## src/hdl/frp_div.sv

```systemverilog
// frame pacer shared divider: restoring, one quotient bit per cycle
// no dependencies
`timescale 1ns / 1ps

module frp_div #(
  parameter int unsigned NUM_W = 72,
  parameter int unsigned DEN_W = 64
) (
  input  logic             clk,
  input  logic             rst_n,
  input  logic             start,
  input  logic [NUM_W-1:0] dividend,
  input  logic [DEN_W-1:0] divisor,
  output logic             done,
  output logic [NUM_W-1:0] quotient
);

  localparam int unsigned STEP_W = $clog2(NUM_W + 1);

  logic [NUM_W-1:0]  quo_r;
  logic [DEN_W-1:0]  rem_r;
  logic [DEN_W-1:0]  den_r;
  logic [STEP_W-1:0] step_r;
  logic              busy_r;
  logic              done_r;
  logic [DEN_W:0]    trial;
  logic [DEN_W:0]    diff;
  logic              fits;

  // one trial subtraction per cycle
  always_comb begin
    trial = {rem_r, quo_r[NUM_W-1]};
    diff  = trial - {1'b0, den_r};
    fits  = (trial >= {1'b0, den_r});
  end

  // iteration control
  always_ff @(posedge clk) begin
    if (!rst_n) begin
      busy_r <= 1'b0;
      done_r <= 1'b0;
      step_r <= '0;
    end else begin
      done_r <= 1'b0;
      if (start) begin
        busy_r <= 1'b1;
        step_r <= STEP_W'(NUM_W);
      end else if (busy_r) begin
        step_r <= step_r - STEP_W'(1);
        if (step_r == STEP_W'(1)) begin
          busy_r <= 1'b0;
          done_r <= 1'b1;
        end
      end
    end
  end

  // remainder and quotient shift
  always_ff @(posedge clk) begin
    if (start) begin
      quo_r <= dividend;
      rem_r <= '0;
      den_r <= divisor;
    end else if (busy_r) begin
      rem_r <= fits ? diff[DEN_W-1:0] : trial[DEN_W-1:0];
      quo_r <= {quo_r[NUM_W-2:0], fits};
    end
  end

  assign done     = done_r;
  assign quotient = quo_r;

endmodule

```

## config.mk

```make
export PLATFORM = sky130hd
export DESIGN_NAME = frp_div
export DESIGN_NICKNAME = d
export VERILOG_FILES = /design/src/hdl/frp_div.sv
export SDC_FILE = /design/constraint.sdc
export NUM_CORES = 1
export LEC_CHECK = 0
export CAP_MARGIN = 30
export CORE_UTILIZATION = 40
export DETAILED_ROUTE_END_ITERATION = 12
export DONT_BUFFER_PORTS = 1
export PLACE_DENSITY = 0.52
export SETUP_SLACK_MARGIN = 0.1
export SLEW_MARGIN = 10
export SYNTH_ARGS = -nofsm -noshare
export SYNTH_HDL_FRONTEND = slang
export SYNTH_SLANG_ARGS = --single-unit
```

## constraint.sdc

```tcl
create_clock -name clk -period 4.8 [get_ports clk]
set_clock_uncertainty 0.1 [all_clocks]
set_input_delay 0.48 -clock clk [delete_from_list [all_inputs] [get_ports clk]]
set_output_delay 0.48 -clock clk [all_outputs]
set_load 0.05 [all_outputs]
```

Word level (Yosys, flattened, before mapping)

Cells that the tools add are included.

Mux-type cells: 9
Add/sub/neg operators: 2
Equality and inequality tests: 1
Reductions and logical operators: 3
$lt $le $gt $ge: 1
Bitwise operators: 2

Operators with widths:

| cell                                                | count |
|---|---|
| 2-to-1 mux 72 bit                                   | 2 |
| >= comparator 65 x 64 -> 1 bit                      | 1 |
| 2-to-1 mux 64 bit                                   | 1 |
| subtractor 64 bit                                   | 1 |
| 2-to-1 mux 7 bit                                    | 2 |
| equality test 7 x 1 -> 1 bit, second input constant | 1 |
| subtractor 7 x 1 -> 7 bit, second input constant    | 1 |
| 2-to-1 mux 1 bit                                    | 4 |
| OR reduction 3 bit                                  | 1 |
| NOT 1 bit                                           | 2 |
| nonzero test 2 bit                                  | 1 |
| OR reduction 2 bit                                  | 1 |

Word-level logic and storage cells: 25
Output and inout port bits: 73
Bits in registers: 209
Input bits: 139

Longest topological paths before layout

Depth after elaboration: 4
Gate-level depth with buffers: 15

Least setup slack after synthesis

Ideal clock, no wire load.

Path type: reg2reg
From: register quo_r[71], in the netlist quotient[71]
To: register rem_r[50]
Cell stages (with the launch flop): 14
Setup slack: 1.616 ns
Arrival: 2.959 ns
Path buffers: 0
Setup time: 0.125 ns
Required time: 4.575 ns
Cells stage by stage: edfxtp_1 inv_1 ha_1 fa_1 nor2b_1 o31a_1 o311ai_1 a21oi_1 o21ai_1 nand2b_1 a41oi_1 o21ai_1 mux2i_1 o31ai_1

Cells in the longest elaborated chain, start to end: 2
Elaborated cells on any way between the ends: 3
Those cells by class: 1 x add/sub; 1 x order compare; 1 x mux

RTL lines:

| element                                                             | line   | RTL |
|---|---|---|
| from (decl)                                                         | 20     | `logic [NUM_W-1:0] quo_r;` |
| from (signal assigned)                                              | 61     | `quo_r <= dividend;` |
| from (signal assigned)                                              | 66     | `quo_r <= {quo_r[NUM_W-2:0], fits};` |
| subtractor 64 bit or >= comparator 65 x 64 -> 1 bit (tied branches) | 33, 34 |  |
| 2-to-1 mux 64 bit *                                                 | 65     | `rem_r <= fits ? diff[DEN_W-1:0] : trial[DEN_W-1:0];` |
| to (signal assigned)                                                | 65     |  |
| to (decl)                                                           | 21     | `logic [DEN_W-1:0] rem_r;` |

Every way passes the cells marked *; elsewhere a longest branch is shown, timed or not.
A chain may end at the register's enable or synchronous reset.

Worst setup path in the final report

Ends and elaborated chain as after synthesis.

==> reports/metrics.yaml <==
grt_pass1_wl_um: 49960
die_area_um2: 31770
rsz0062_at_grt: "false"
crit_start: "quotient[71]"
crit_path_end: "rem_r[50]"
synthArstFlopShare_pct: 0
die_w_um: 178.2
critical_path_class: "reg2reg"
crit_path_max_incr_delay_ns: 0.72
cts.sinks: 209
slew_violations: 0
grt-ovfl-total: 0
dr_wl_met2_um: 14360
cts_tree: "built"
critPathMaxFanout: 4
vdd_drop_max_uv: 248.4
start_util_pct: 40.62
ant_nets: 0
dpl_cell_area_um2: 12700
rr_worst_depth: 13
post-route-period-util_pct: 82.19
crit_required_ns: 5.10
cts_setup_buffers: 0
synth_top_area_share_pct: 32.87
hold_class: "in2reg"
slew_headroom_pct: 48.27
reg2reg_slack_ns: 0.85
drc: 0
dp_hpwl_um: 22690
multiInputGateArea_um2: 6245
worst_ep_arrival_time_ns: 4.25
yosys.cell_types.count: 83
numCtsBuffers: 25
seq_area_frac_synth_pct: 44.63
fp.dieH_um: 178.2
synth_edf_count: 136
cp_cell_sequence: "inv_1 > ha_1 > fa_1 > nor2b_1 > o31a_1 > o311ai_1 > a21oi_1 > o21ai_1 > nand2b_1 > a41oi_1 > o21ai_1 > mux2i_1 > o31ai_1"
postLayoutCellArea_um2: 14270
wl_met1_um: 14800
core-area_um2: 30590
hold_viol: 0
setup_viol: 0
fp-row-count: 64
yosys-top-cells-area: "edfxtp_1 33%, dfxtp_1 12%, ha_1 6.6%"
ff_latch_area_um2: 5547
status: "completed"
synth_ff_type: "edfxtp_1"
yosys.cell_count.top_type: "edfxtp_1"
rr_startpoint: "quotient[71]"
fill_cells: 2953
period_minus_slack_ns: 3.945
routabilityCongestion: 0.9128
grt_pass1_vias: 9245
leakage_nw: 5.626
p_per_area_nw_per_um2: 402.8
finalNetCount: 1497
holdBufCountCts: 66
cap_violations: 0
dr.pass1.iters: 5
syn_area_per_cell_um2: 9.853
area_delta_synth_final_pct: 14.82
synth_seq_cells: 209
drtIter0Drc: 564
io_buffer_count: 0
io_pins: 212
yosys_warnings: 0
max_clock_freq_mhz: 253.5
post_cts_resized: 0
final_cell_count_no_fill: 1706
crit-reg2reg-capture: "rem_r[50]"
grt_max_degree: 115
post_drt_wl_per_cell_um: 18.80
syn_inst: 1261
clk_path_buf_depth: 3
end_kind: "flop"
antenna_found_initial: 1
post-place-cells: 1594
via_per_inst: 5.512
crit_top_cell: "o21ai_1"
worstMarginPinSlew_ns: 0.7759
highest_layer: "met4"
routed_wl_um: 32070
grtUsageTotal_pct: 19.97
clk_latency_ns: 0.53
setup_ws_ns: 0.8548
cts-root-buf: "clkbuf_16"
clkTransAtPathRegs_ns: 0.07
synth_largest_area_cell: "edfxtp_1"
crit_slowest_cell: "edfxtp_1"
vias: 9403
fin_setup_tns_ns: 0
synth_area_um2: 12420
critPathLaunchType: "flop"
drive_gt1_share_pct: 11.61
place_ws_ns: 0.9132
synth_commonest_cells: "136 x edfxtp_1, 121 x nor2_1, 120 x a21oi_1"
dr_wl_met3_um: 2384
syn_nets: 1467
cts.htree.levels: 1
metal layers:
layer / GRT usage [%] / up-vias
met3: 4.902 / 41
met5: 0 / -
li1: - / 4664
met2: 32.57 / 285
met1: 26.41 / 4413
met4: 4.944 / 0
how the worst min path moves through the flow:
stage / cells after the start / end / from
finish: 0 / den_r[54] / start
global route: 0 / den_r[36] / start
CTS: 0 / den_r[58] / start
detailed placement: 2 / rem_r[20] / rem_r[20]
global placement: 2 / rem_r[9] / rem_r[9]
floorplan: 2 / rem_r[20] / rem_r[20]
flip-flops by register name (all words and copies together) (netlist names):
register and flops:
busy_r 1, den_r 64, done 1, quotient 72, rem_r 64, step_r 7
layout by cell type, fill, tap and decap left out, drive strengths merged, types with 8 or more instances in the layout:
| cell | n |
|---|---|
| clkbuf | 27 |
| edfxtp | 136 |
| o211ai | 9 |
| o21bai | 21 |
| nand2 | 85 |
| a21oi | 122 |
| xor2 | 17 |
| a211oi | 40 |
| nor2b | 9 |
| a21o | 31 |
| clkinv | 10 |
| mux2 | 73 |
| mux2i | 16 |
| dlygate4sd3 | 65 |
| o21ai | 66 |
| dfxtp | 73 |
| o21a | 8 |
| inv | 89 |
| a31oi | 8 |
| nor3 | 19 |
| ha | 66 |
| nor2 | 121 |
| nand4 | 25 |
| nand3 | 15 |
| nand2b | 8 |
| buf | 9 |
| xnor2 | 41 |
report_power, final:
part | switching (mW) | leakage [nW] | internal (mW)
clock network | 0.805 | 0.436 | 1.25
logic | 0.725 | 3.24 | 0.517
registers | 0.343 | 1.95 | 2.11
per-stage QoR:
stage | power [mW] | utilization, % | hold WS, ns
finish | 5.746 | 46.64 | 0.05834
detailed placement | 3.670 | 41.51 | 0.3635
global placement | 3.671 | 41.51 | 0.3604
CTS | 5.814 | 46.63 | 0.001085
floorplan | 3.412 | - | 0.3422
global route | 6.036 | 46.63 | 0.004113
critical path: cells and delay by family (launching register included):
| kind | cells | cell delay, ns |
|---|---|---|
| compound gates | 7 | 1.67 |
| buf+inv | 1 | 0.10 |
| mux | 1 | 0.22 |
| flops | 1 | 0.72 |
| simple gates | 2 | 0.38 |
| fa+ha+maj | 2 | 0.62 |
cell families (layout without fill, tap and decap cells):
logic type                 Yosys count  after routing  share of synthesized area, %
adders and majority gates           67             67                         6.808
DFF                                209            209                         44.63
and+or+nand+nor                    323            323                         12.14
other                                0              1                             0
xor gates and xnor gates            58             58                         4.089
buffers and inverters              158            206                         5.126
AOI/OAI and AO/OA                  357            357                         19.31
muxes                               89             89                         7.905
cell type report:
class	count	area share, %
multi-input combinational	894	43.77
sequential	209	38.88
timing repair buffer	74	5.350
clock buffer	27	4.508
tap	396	3.473
inverter	87	2.289
clock inverter	18	1.710
antenna	1	0.01754
No activity file was read; power rests on OpenSTA's default activity.
