**config.mk**
```make
export PLATFORM = sky130hd
export DESIGN_NAME = frp_front
export DESIGN_NICKNAME = d
export VERILOG_FILES = /design/src/hdl/frp_pkg.sv /design/src/hdl/frp_front.sv
export SDC_FILE = /design/constraint.sdc
export NUM_CORES = 1
export LEC_CHECK = 0
export BUFFER_PORTS_ARGS = -buffer_cell sky130_fd_sc_hd__buf_2
export CAP_MARGIN = 20
export CORE_MARGIN = 5
export CORE_UTILIZATION = 47
export CTS_CLUSTER_SIZE = 24
export DETAILED_ROUTE_END_ITERATION = 7
export PLACE_DENSITY = 0.73
export SKIP_LAST_GASP = 1
export SLEW_MARGIN = 40
export SYNTH_ARGS = -nofsm -noshare
export SYNTH_HDL_FRONTEND = slang
export SYNTH_SLANG_ARGS = --single-unit
```
**constraint.sdc**
```tcl
create_clock -name clk -period 2.9 [get_ports clk]
set_clock_uncertainty 0.15 [all_clocks]
set_input_delay 0.145 -clock clk [delete_from_list [all_inputs] [get_ports clk]]
set_output_delay 0.145 -clock clk [all_outputs]
set_load 0.02 [all_outputs]
```
**src/hdl/frp_pkg.sv**
```systemverilog
// frame pacer package: command codes, queue item, sequencer states, field layout
// no dependencies
`timescale 1ns / 1ps

package frp_pkg;

  // command codes carried in in_tuser
  typedef enum logic [1:0] {
    CMD_WAIT    = 2'd0,
    CMD_RENDER  = 2'd1,
    CMD_PRESENT = 2'd2,
    CMD_RESTART = 2'd3
  } cmd_t;

  // field widths
  localparam int unsigned TS_W     = 63;
  localparam int unsigned FREQ_W   = 32;
  localparam int unsigned FPS_W    = 10;
  localparam int unsigned MS_W     = 16;
  localparam int unsigned RATE_W   = 32;
  localparam int unsigned FCNT_W   = 32;
  localparam int unsigned PROD_W   = FCNT_W + FREQ_W;
  localparam int unsigned FRAC_W   = 8;
  localparam int unsigned MS_SCL_W = 10;

  // register reset values and limits
  localparam logic [FREQ_W-1:0] FREQ_RESET = 32'd10000000;
  localparam logic [FPS_W-1:0]  FPS_CLAMP  = 10'd1000;
  localparam int unsigned RESYNC_FRAMES = 8;

  // configuration register indexes
  localparam int unsigned CFG_IDX_W = 1;
  localparam logic [CFG_IDX_W-1:0] REG_TIMER_FREQ = 1'b0;
  localparam logic [CFG_IDX_W-1:0] REG_MAX_FPS    = 1'b1;

  // input channel layout
  localparam int unsigned IN_DATA_W   = 64;
  localparam int unsigned IN_USER_W   = 2;
  localparam int unsigned IN_VSYNC_BIT = 63;

  // result channel layout
  localparam int unsigned OUT_OK_BIT   = 0;
  localparam int unsigned OUT_MS_LSB   = 1;
  localparam int unsigned OUT_SY_BIT   = 17;
  localparam int unsigned OUT_UPD_BIT  = 18;
  localparam int unsigned OUT_RATE_LSB = 19;
  localparam int unsigned OUT_DATA_W   = 56;

  // front queue depth, power of two
  localparam int unsigned QUEUE_DEPTH = 2;

  // one decoded input transaction
  typedef struct packed {
    cmd_t            cmd;
    logic [TS_W-1:0] ts;
    logic            vsync;
  } item_t;

  // back-end sequencer states
  typedef enum logic [3:0] {
    ST_IDLE,
    ST_P_START,
    ST_P_WAIT,
    ST_W_PREP,
    ST_W_START,
    ST_W_DIV,
    ST_F_ELAP,
    ST_F_CHK,
    ST_F_MUL,
    ST_F_START,
    ST_F_DIV,
    ST_C_ADV,
    ST_C_LIM,
    ST_C_FIX,
    ST_EMIT
  } state_t;

endpackage

```
**src/hdl/frp_front.sv**
```systemverilog
// frame pacer front end: accepts input transactions, decodes them, queues them
// depends on frp_pkg
`timescale 1ns / 1ps

module frp_front (
  input  logic                           clk,
  input  logic                           rst_n,
  input  logic                           in_tvalid,
  output logic                           in_tready,
  input  logic [frp_pkg::IN_DATA_W-1:0]  in_tdata,   // timestamp[62:0], vsync[63]
  input  logic [frp_pkg::IN_USER_W-1:0]  in_tuser,   // cmd[1:0]
  output logic                           q_valid,
  output frp_pkg::item_t                 q_item,
  input  logic                           q_pop
);

  localparam int unsigned QD     = frp_pkg::QUEUE_DEPTH;
  localparam int unsigned PTR_W  = (QD > 1) ? $clog2(QD) : 1;
  localparam int unsigned FILL_W = $clog2(QD + 1);

  frp_pkg::item_t    slot_r [QD];
  logic [PTR_W-1:0]  wr_ptr_r;
  logic [PTR_W-1:0]  rd_ptr_r;
  logic [FILL_W-1:0] fill_r;
  frp_pkg::item_t    item_in;
  logic              push;
  logic              pop;

  // decode the incoming transaction
  always_comb begin
    item_in.cmd   = frp_pkg::cmd_t'(in_tuser);
    item_in.ts    = in_tdata[frp_pkg::TS_W-1:0];
    item_in.vsync = in_tdata[frp_pkg::IN_VSYNC_BIT];
  end

  assign in_tready = (fill_r != FILL_W'(QD));
  assign q_valid   = (fill_r != '0);
  assign q_item    = slot_r[rd_ptr_r];
  assign push      = in_tvalid && in_tready;
  assign pop       = q_pop && q_valid;

  // queue pointers and fill level
  always_ff @(posedge clk) begin
    if (!rst_n) begin
      wr_ptr_r <= '0;
      rd_ptr_r <= '0;
      fill_r   <= '0;
    end else begin
      if (push) wr_ptr_r <= wr_ptr_r + PTR_W'(1);
      if (pop) rd_ptr_r <= rd_ptr_r + PTR_W'(1);
      if (push && !pop) begin
        fill_r <= fill_r + FILL_W'(1);
      end else if (pop && !push) begin
        fill_r <= fill_r - FILL_W'(1);
      end
    end
  end

  // queue storage
  always_ff @(posedge clk) begin
    if (push) slot_r[wr_ptr_r] <= item_in;
  end

endmodule

```
**After elaboration in Yosys (flattened, before gate mapping)**

Memory sizes are Yosys's and may differ from the RTL's. A register that Yosys moved wholly into a read port is not among the register bits.
Index checks and enable logic that the tools add are counted.

- Add/sub/neg operators: 4
- Multipliers: 0
- Divide/modulo/power cells: 0
- Magnitude comparators: 0
- Equality and inequality tests: 1
- Shift-type cells: 0
- Mux-type cells: 6
- Bitwise operators: 0
- Reduce and logical (&&, ||, !) cells: 8

Operators by type and width:

| operator | count |
|---|---|
| 1-bit logical AND | 4 |
| 1-bit two-way mux | 4 |
| 2-bit two-way mux | 2 |
| 2-bit nonzero test | 2 |
| 1-bit adder (second input constant) | 2 |
| 2-bit by 1-bit adder with 2-bit output (second input constant) | 1 |
| 1-bit zero test | 2 |
| 2-bit != test (second input constant) | 1 |
| 2-bit by 1-bit subtractor with 2-bit output (second input constant) | 1 |

- Register bits: 4
- Bits in latches: 0
- RAM bits: 132
- Memory bits (read-only): 0
- Bits of input ports: 70
- Output and inout port bits: 68
- Logic and storage cells: 23
- Memories kept: 1

Memory list:

| name | words | bits a word | rd ports | clocked after Yosys merged registers in | write ports | line | source |
|---|---|---|---|---|---|---|---|
| slot_r | 2 | 66 | 1 | 1 | 1 | frp_front.sv:21 | `frp_pkg::item_t slot_r [QD];` |

**Depth between registers and ports, before layout**

- Word-level depth: 6
- Mapped depth: 6
- Depth with buffers taken out: 6

**Least setup slack after synthesis**

OpenSTA, ideal clock, no wires.

- Kind: register to register
- From: register fill_r[0]
- To: memory slot_r[1][0] (netlist bit), enable pin
- Library setup time: 0.431 ns
- Data arrival time: 2.203 ns
- Required time: 2.319 ns
- Path slack: 0.116 ns
- Stages on the path, launching flop included: 3
- Path buffers: 0
- Period minus slack after synthesis: 2.784 ns
- Cell sequence: dfxtp_1 nand2b_4 and3_1

- Word-level cells in the longest chain between the ends: 4

Ends and longest elaborated chain:

| item | line | source |
|---|---|---|
| from (decl) | frp_front.sv:24 | `logic [FILL_W-1:0] fill_r;` |
| from (signal assigned) | frp_front.sv:52 | `fill_r <= fill_r + FILL_W'(1);` |
| from (signal assigned) | frp_front.sv:54 | `fill_r <= fill_r - FILL_W'(1);` |
| 2-bit != test | frp_front.sv:36 | `assign in_tready = (fill_r != FILL_W'(QD));` |
| named net in_tready | frp_front.sv:9 | `output logic in_tready,` |
| 1-bit logical AND | frp_front.sv:39 | `assign push = in_tvalid && in_tready;` |
| 1-bit two-way mux | frp_front.sv:61 | `if (push) slot_r[wr_ptr_r] <= item_in;` |
| 1-bit two-way mux (implied by the code) | frp_front.sv:61 |  |
| to (decl) | frp_front.sv:21 |  |

The timed path passes the listed nets, and every way through them passes these cells.

==> metrics.yaml <==
die:
  fp.coreArea_sq_um: 10400
  die_area_sq_um: 12800
  initial_core_util_pct: 48.3
  pin_count: 138
  fp.dieW_microns: 113
  rows: 37
  die_height_microns: 113
route:
  route.antenna.remaining_nets: 0
  via_count: 2838
  dr_iter_0_viols: 112
  viasPerCell: 4.71
  post-route-drc-count: 0
  drt-pass1-iter-count: 4
  routedWlPerCell_microns: 16.4
  wirelength_microns: 9870
layout:
  antenna_cells: 0
  final_common_cell: "buf_2"
  finalInstanceArea_sq_um: 7200
  areaGrowthSynthToFinish_pct: 43.7
  nNetsFinal: 525
  drive_above_1_share_pct: 52.5
  stdcell_count: 603
  most-common-layout-cells: "137 x buf_2, 132 x edfxtp_1, 70 x dlygate4sd3_1"
global_route:
  antenna_found_initial: 0
  first_pass_grt_wire_length_microns: 15600
  grt_pass1_vias: 3175
  globalRoute.totalOverflow: 0
  global_route_usage_sum_pct: 16.0
  maximum_number_of_pins_on_one_net_before_global_route_repair: 51
placed_design:
  io_buffer_count: 137
  dp_worst_setup_slack_ps: 972
  dpl.cell_count: 501
  hpwlAfterDp_microns: 5980
  post_dp_cell_area_sq_um: 5890
  gp_routability_congestion: 0.723
worst_setup_path:
  path_class: "register to primary output"
  cp.required_ps: 2610
  startpoint_type: "register"
  timing.critical_path.arrival_ps: 2030
  timing.critical_path.to_type: "primary output"
  worst-path-max-fanout: 50
pwr:
  static-leakage-power_nw: 2.74
  power.internal_mw: 4.59
  switching_share_pct: 28.2
  power_per_cell_area_nw_per_um2: 887
  power.switching_mw: 1.80
  pwr-share-seq_pct: 40.3
  clkPwrFrac_pct: 34.4
  irDropWorstVdd_mv: 0.507
  share_comb_of_total_power_pct: 25.3
clocking:
  tritoncts: "done"
  clkLatencyLatePin_ps: 500
  cts_root_buffer: "clkbuf_8"
  post-cts-setup-buffers: 0
  cts_inserted_buffers: 17
  number_of_sinks_driven_by_the_clock_tree: 137
  clk_pin_slew_worst_paths_ps: 60
  cts-resized-gates: 0
  h_tree_level_count: 4
  clk_path_buf_depth: 2
yosys:
  synthesis.nets: 300
  ys.warnings.count: 0
  post_synth.cell_area_avg_sq_um: 21.9
  post_synth_instance_area_sq_um: 5010
  synth_sequential_area_ratio_pct: 81.1
  synthDistinctLibCells: 21
  post_synth_inst_count: 229
  synth.ff_latch_count: 137
timing:
  setup_violations: 0
  final-hold-violation-count: 0
  worst_setup_margin_ps: 575
  max_slew.worst_pin.slew_ps: 551
  hold_ws_ps: 213
  post-route-period-util_pct: 80.2
  grt_setup_unrepaired: "no"
  finalMaxSlewViolations: 0
  setup_tns_ps: 0
  achievable-frequency_mhz: 430
  relSlewSlack_pct: 63.2
  finalCriticalPeriod_ps: 2330
worst_hold_path:
  worst_hold_path_class: "input port to register"
flow_run:
  timing.max_cap.violations: 0
status:
  status: "finished, final reports clean"
-- sequential cells by signal, summed over array words and instances, names as in the netlist, named ones only --
register	flops
fill_r	2
slot_r	132
wr_ptr_r	1
rd_ptr_r	1
-- per-stage QoR --
stage | total power [mW] | utilization, %
3_3_place_gp | 4.14 | 56.8
3_5_place_dp | 4.16 | 56.8
6_report | 6.39 | 69.5
4_1_cts | 6.45 | 69.5
2_1_floorplan | 3.68 | -
5_1_grt | 6.68 | 69.5
-- power groups by stage --
stage	combinational, mW	sequential, mW	clock (mW)
final	1.62	2.58	2.20
after global routing	1.73	2.60	2.34
after floorplan	1.10	2.58	0
after global placement	1.53	2.60	0
after detailed placement	1.55	2.62	0
after CTS	1.63	2.58	2.24
-- per-layer routing --
| metal | track usage [%] | up-vias | wire, microns |
|---|---|---|---|
| met3 | 5.56 | 2 | 664 |
| met1 | 18.9 | 1379 | 4150 |
| li1 | - | 1360 | - |
| met5 | 0 | - | 0 |
| met4 | 5.13 | 0 | 24 |
| met2 | 27.4 | 97 | 5030 |
-- area by class of cell --
type / count / area [sq um]
Clock buffer: 19 / 422
Clock inverter: 13 / 191
Fill cell: 688 / 3170
Inverter: 1 / 3.75
Multi-Input combinational cell: 84 / 883
Sequential cell: 137 / 4070
Tap cell: 136 / 170
Timing Repair Buffer: 213 / 1470
-- cells in the mapped netlist --
cell | n | share of area [%]
xnor2_1 | 2 | 0.35
dfxtp_1 | 5 | 2.0
a21boi_1 | 1 | 0.15
or3_1 | 1 | 0.12
xor2_1 | 1 | 0.17
inv_1 | 1 | 0.075
buf_6 | 4 | 0.90
o21ai_1 | 1 | 0.10
mux2_2 | 66 | 15
buf_2 | 2 | 0.20
a21bo_2 | 1 | 0.20
nand2b_4 | 1 | 0.27
and2_1 | 4 | 0.50
o21ai_0 | 1 | 0.10
a21boi_0 | 1 | 0.15
ha_1 | 1 | 0.25
or2_2 | 1 | 0.12
and3_1 | 1 | 0.12
edfxtp_1 | 132 | 79
buf_4 | 1 | 0.15
nand3b_1 | 1 | 0.15
-- path summary, 6_finish.rpt --
check                            endpoint  depth (start not counted)                   start  slack, ps
setup reg to reg  slot_r[0][35]$_DFFE_PP_                          4  fill_r[0]$_SDFFE_PN0P_        960
hold / removal    slot_r[1][60]$_DFFE_PP_                          2            in_tdata[59]        210
setup / recovery               q_item[41]                          3                register        570
hold reg to reg    fill_r[1]$_SDFFE_PN0P_                          2  fill_r[1]$_SDFFE_PN0P_        410
-- worst max-delay path, stage by stage (launching register included) --
cell and delay, ps:
dfxtp_2 610, buf_12 310, mux2_2 400, buf_2 160
-- cells by family (layout without fill, tap and decap cells) --
family / count (synthesis) / count (layout) / share of synthesized area (%)
simple gates: 9 / 9 / 1.30
xor+xnor: 3 / 3 / 0.524
buf+inv: 8 / 246 / 1.32
mux: 66 / 66 / 14.8
flops: 137 / 137 / 81.1
compound gates: 5 / 5 / 0.699
fa+ha+maj: 1 / 1 / 0.250
-- what timing repair did --
item / in CTS / in global routing
hold endpoints to repair: 137 / 0
endpoints found under the setup margin: 0 / 0
hold buffers: 70 / 0
(Power assumes the default switching activity.)
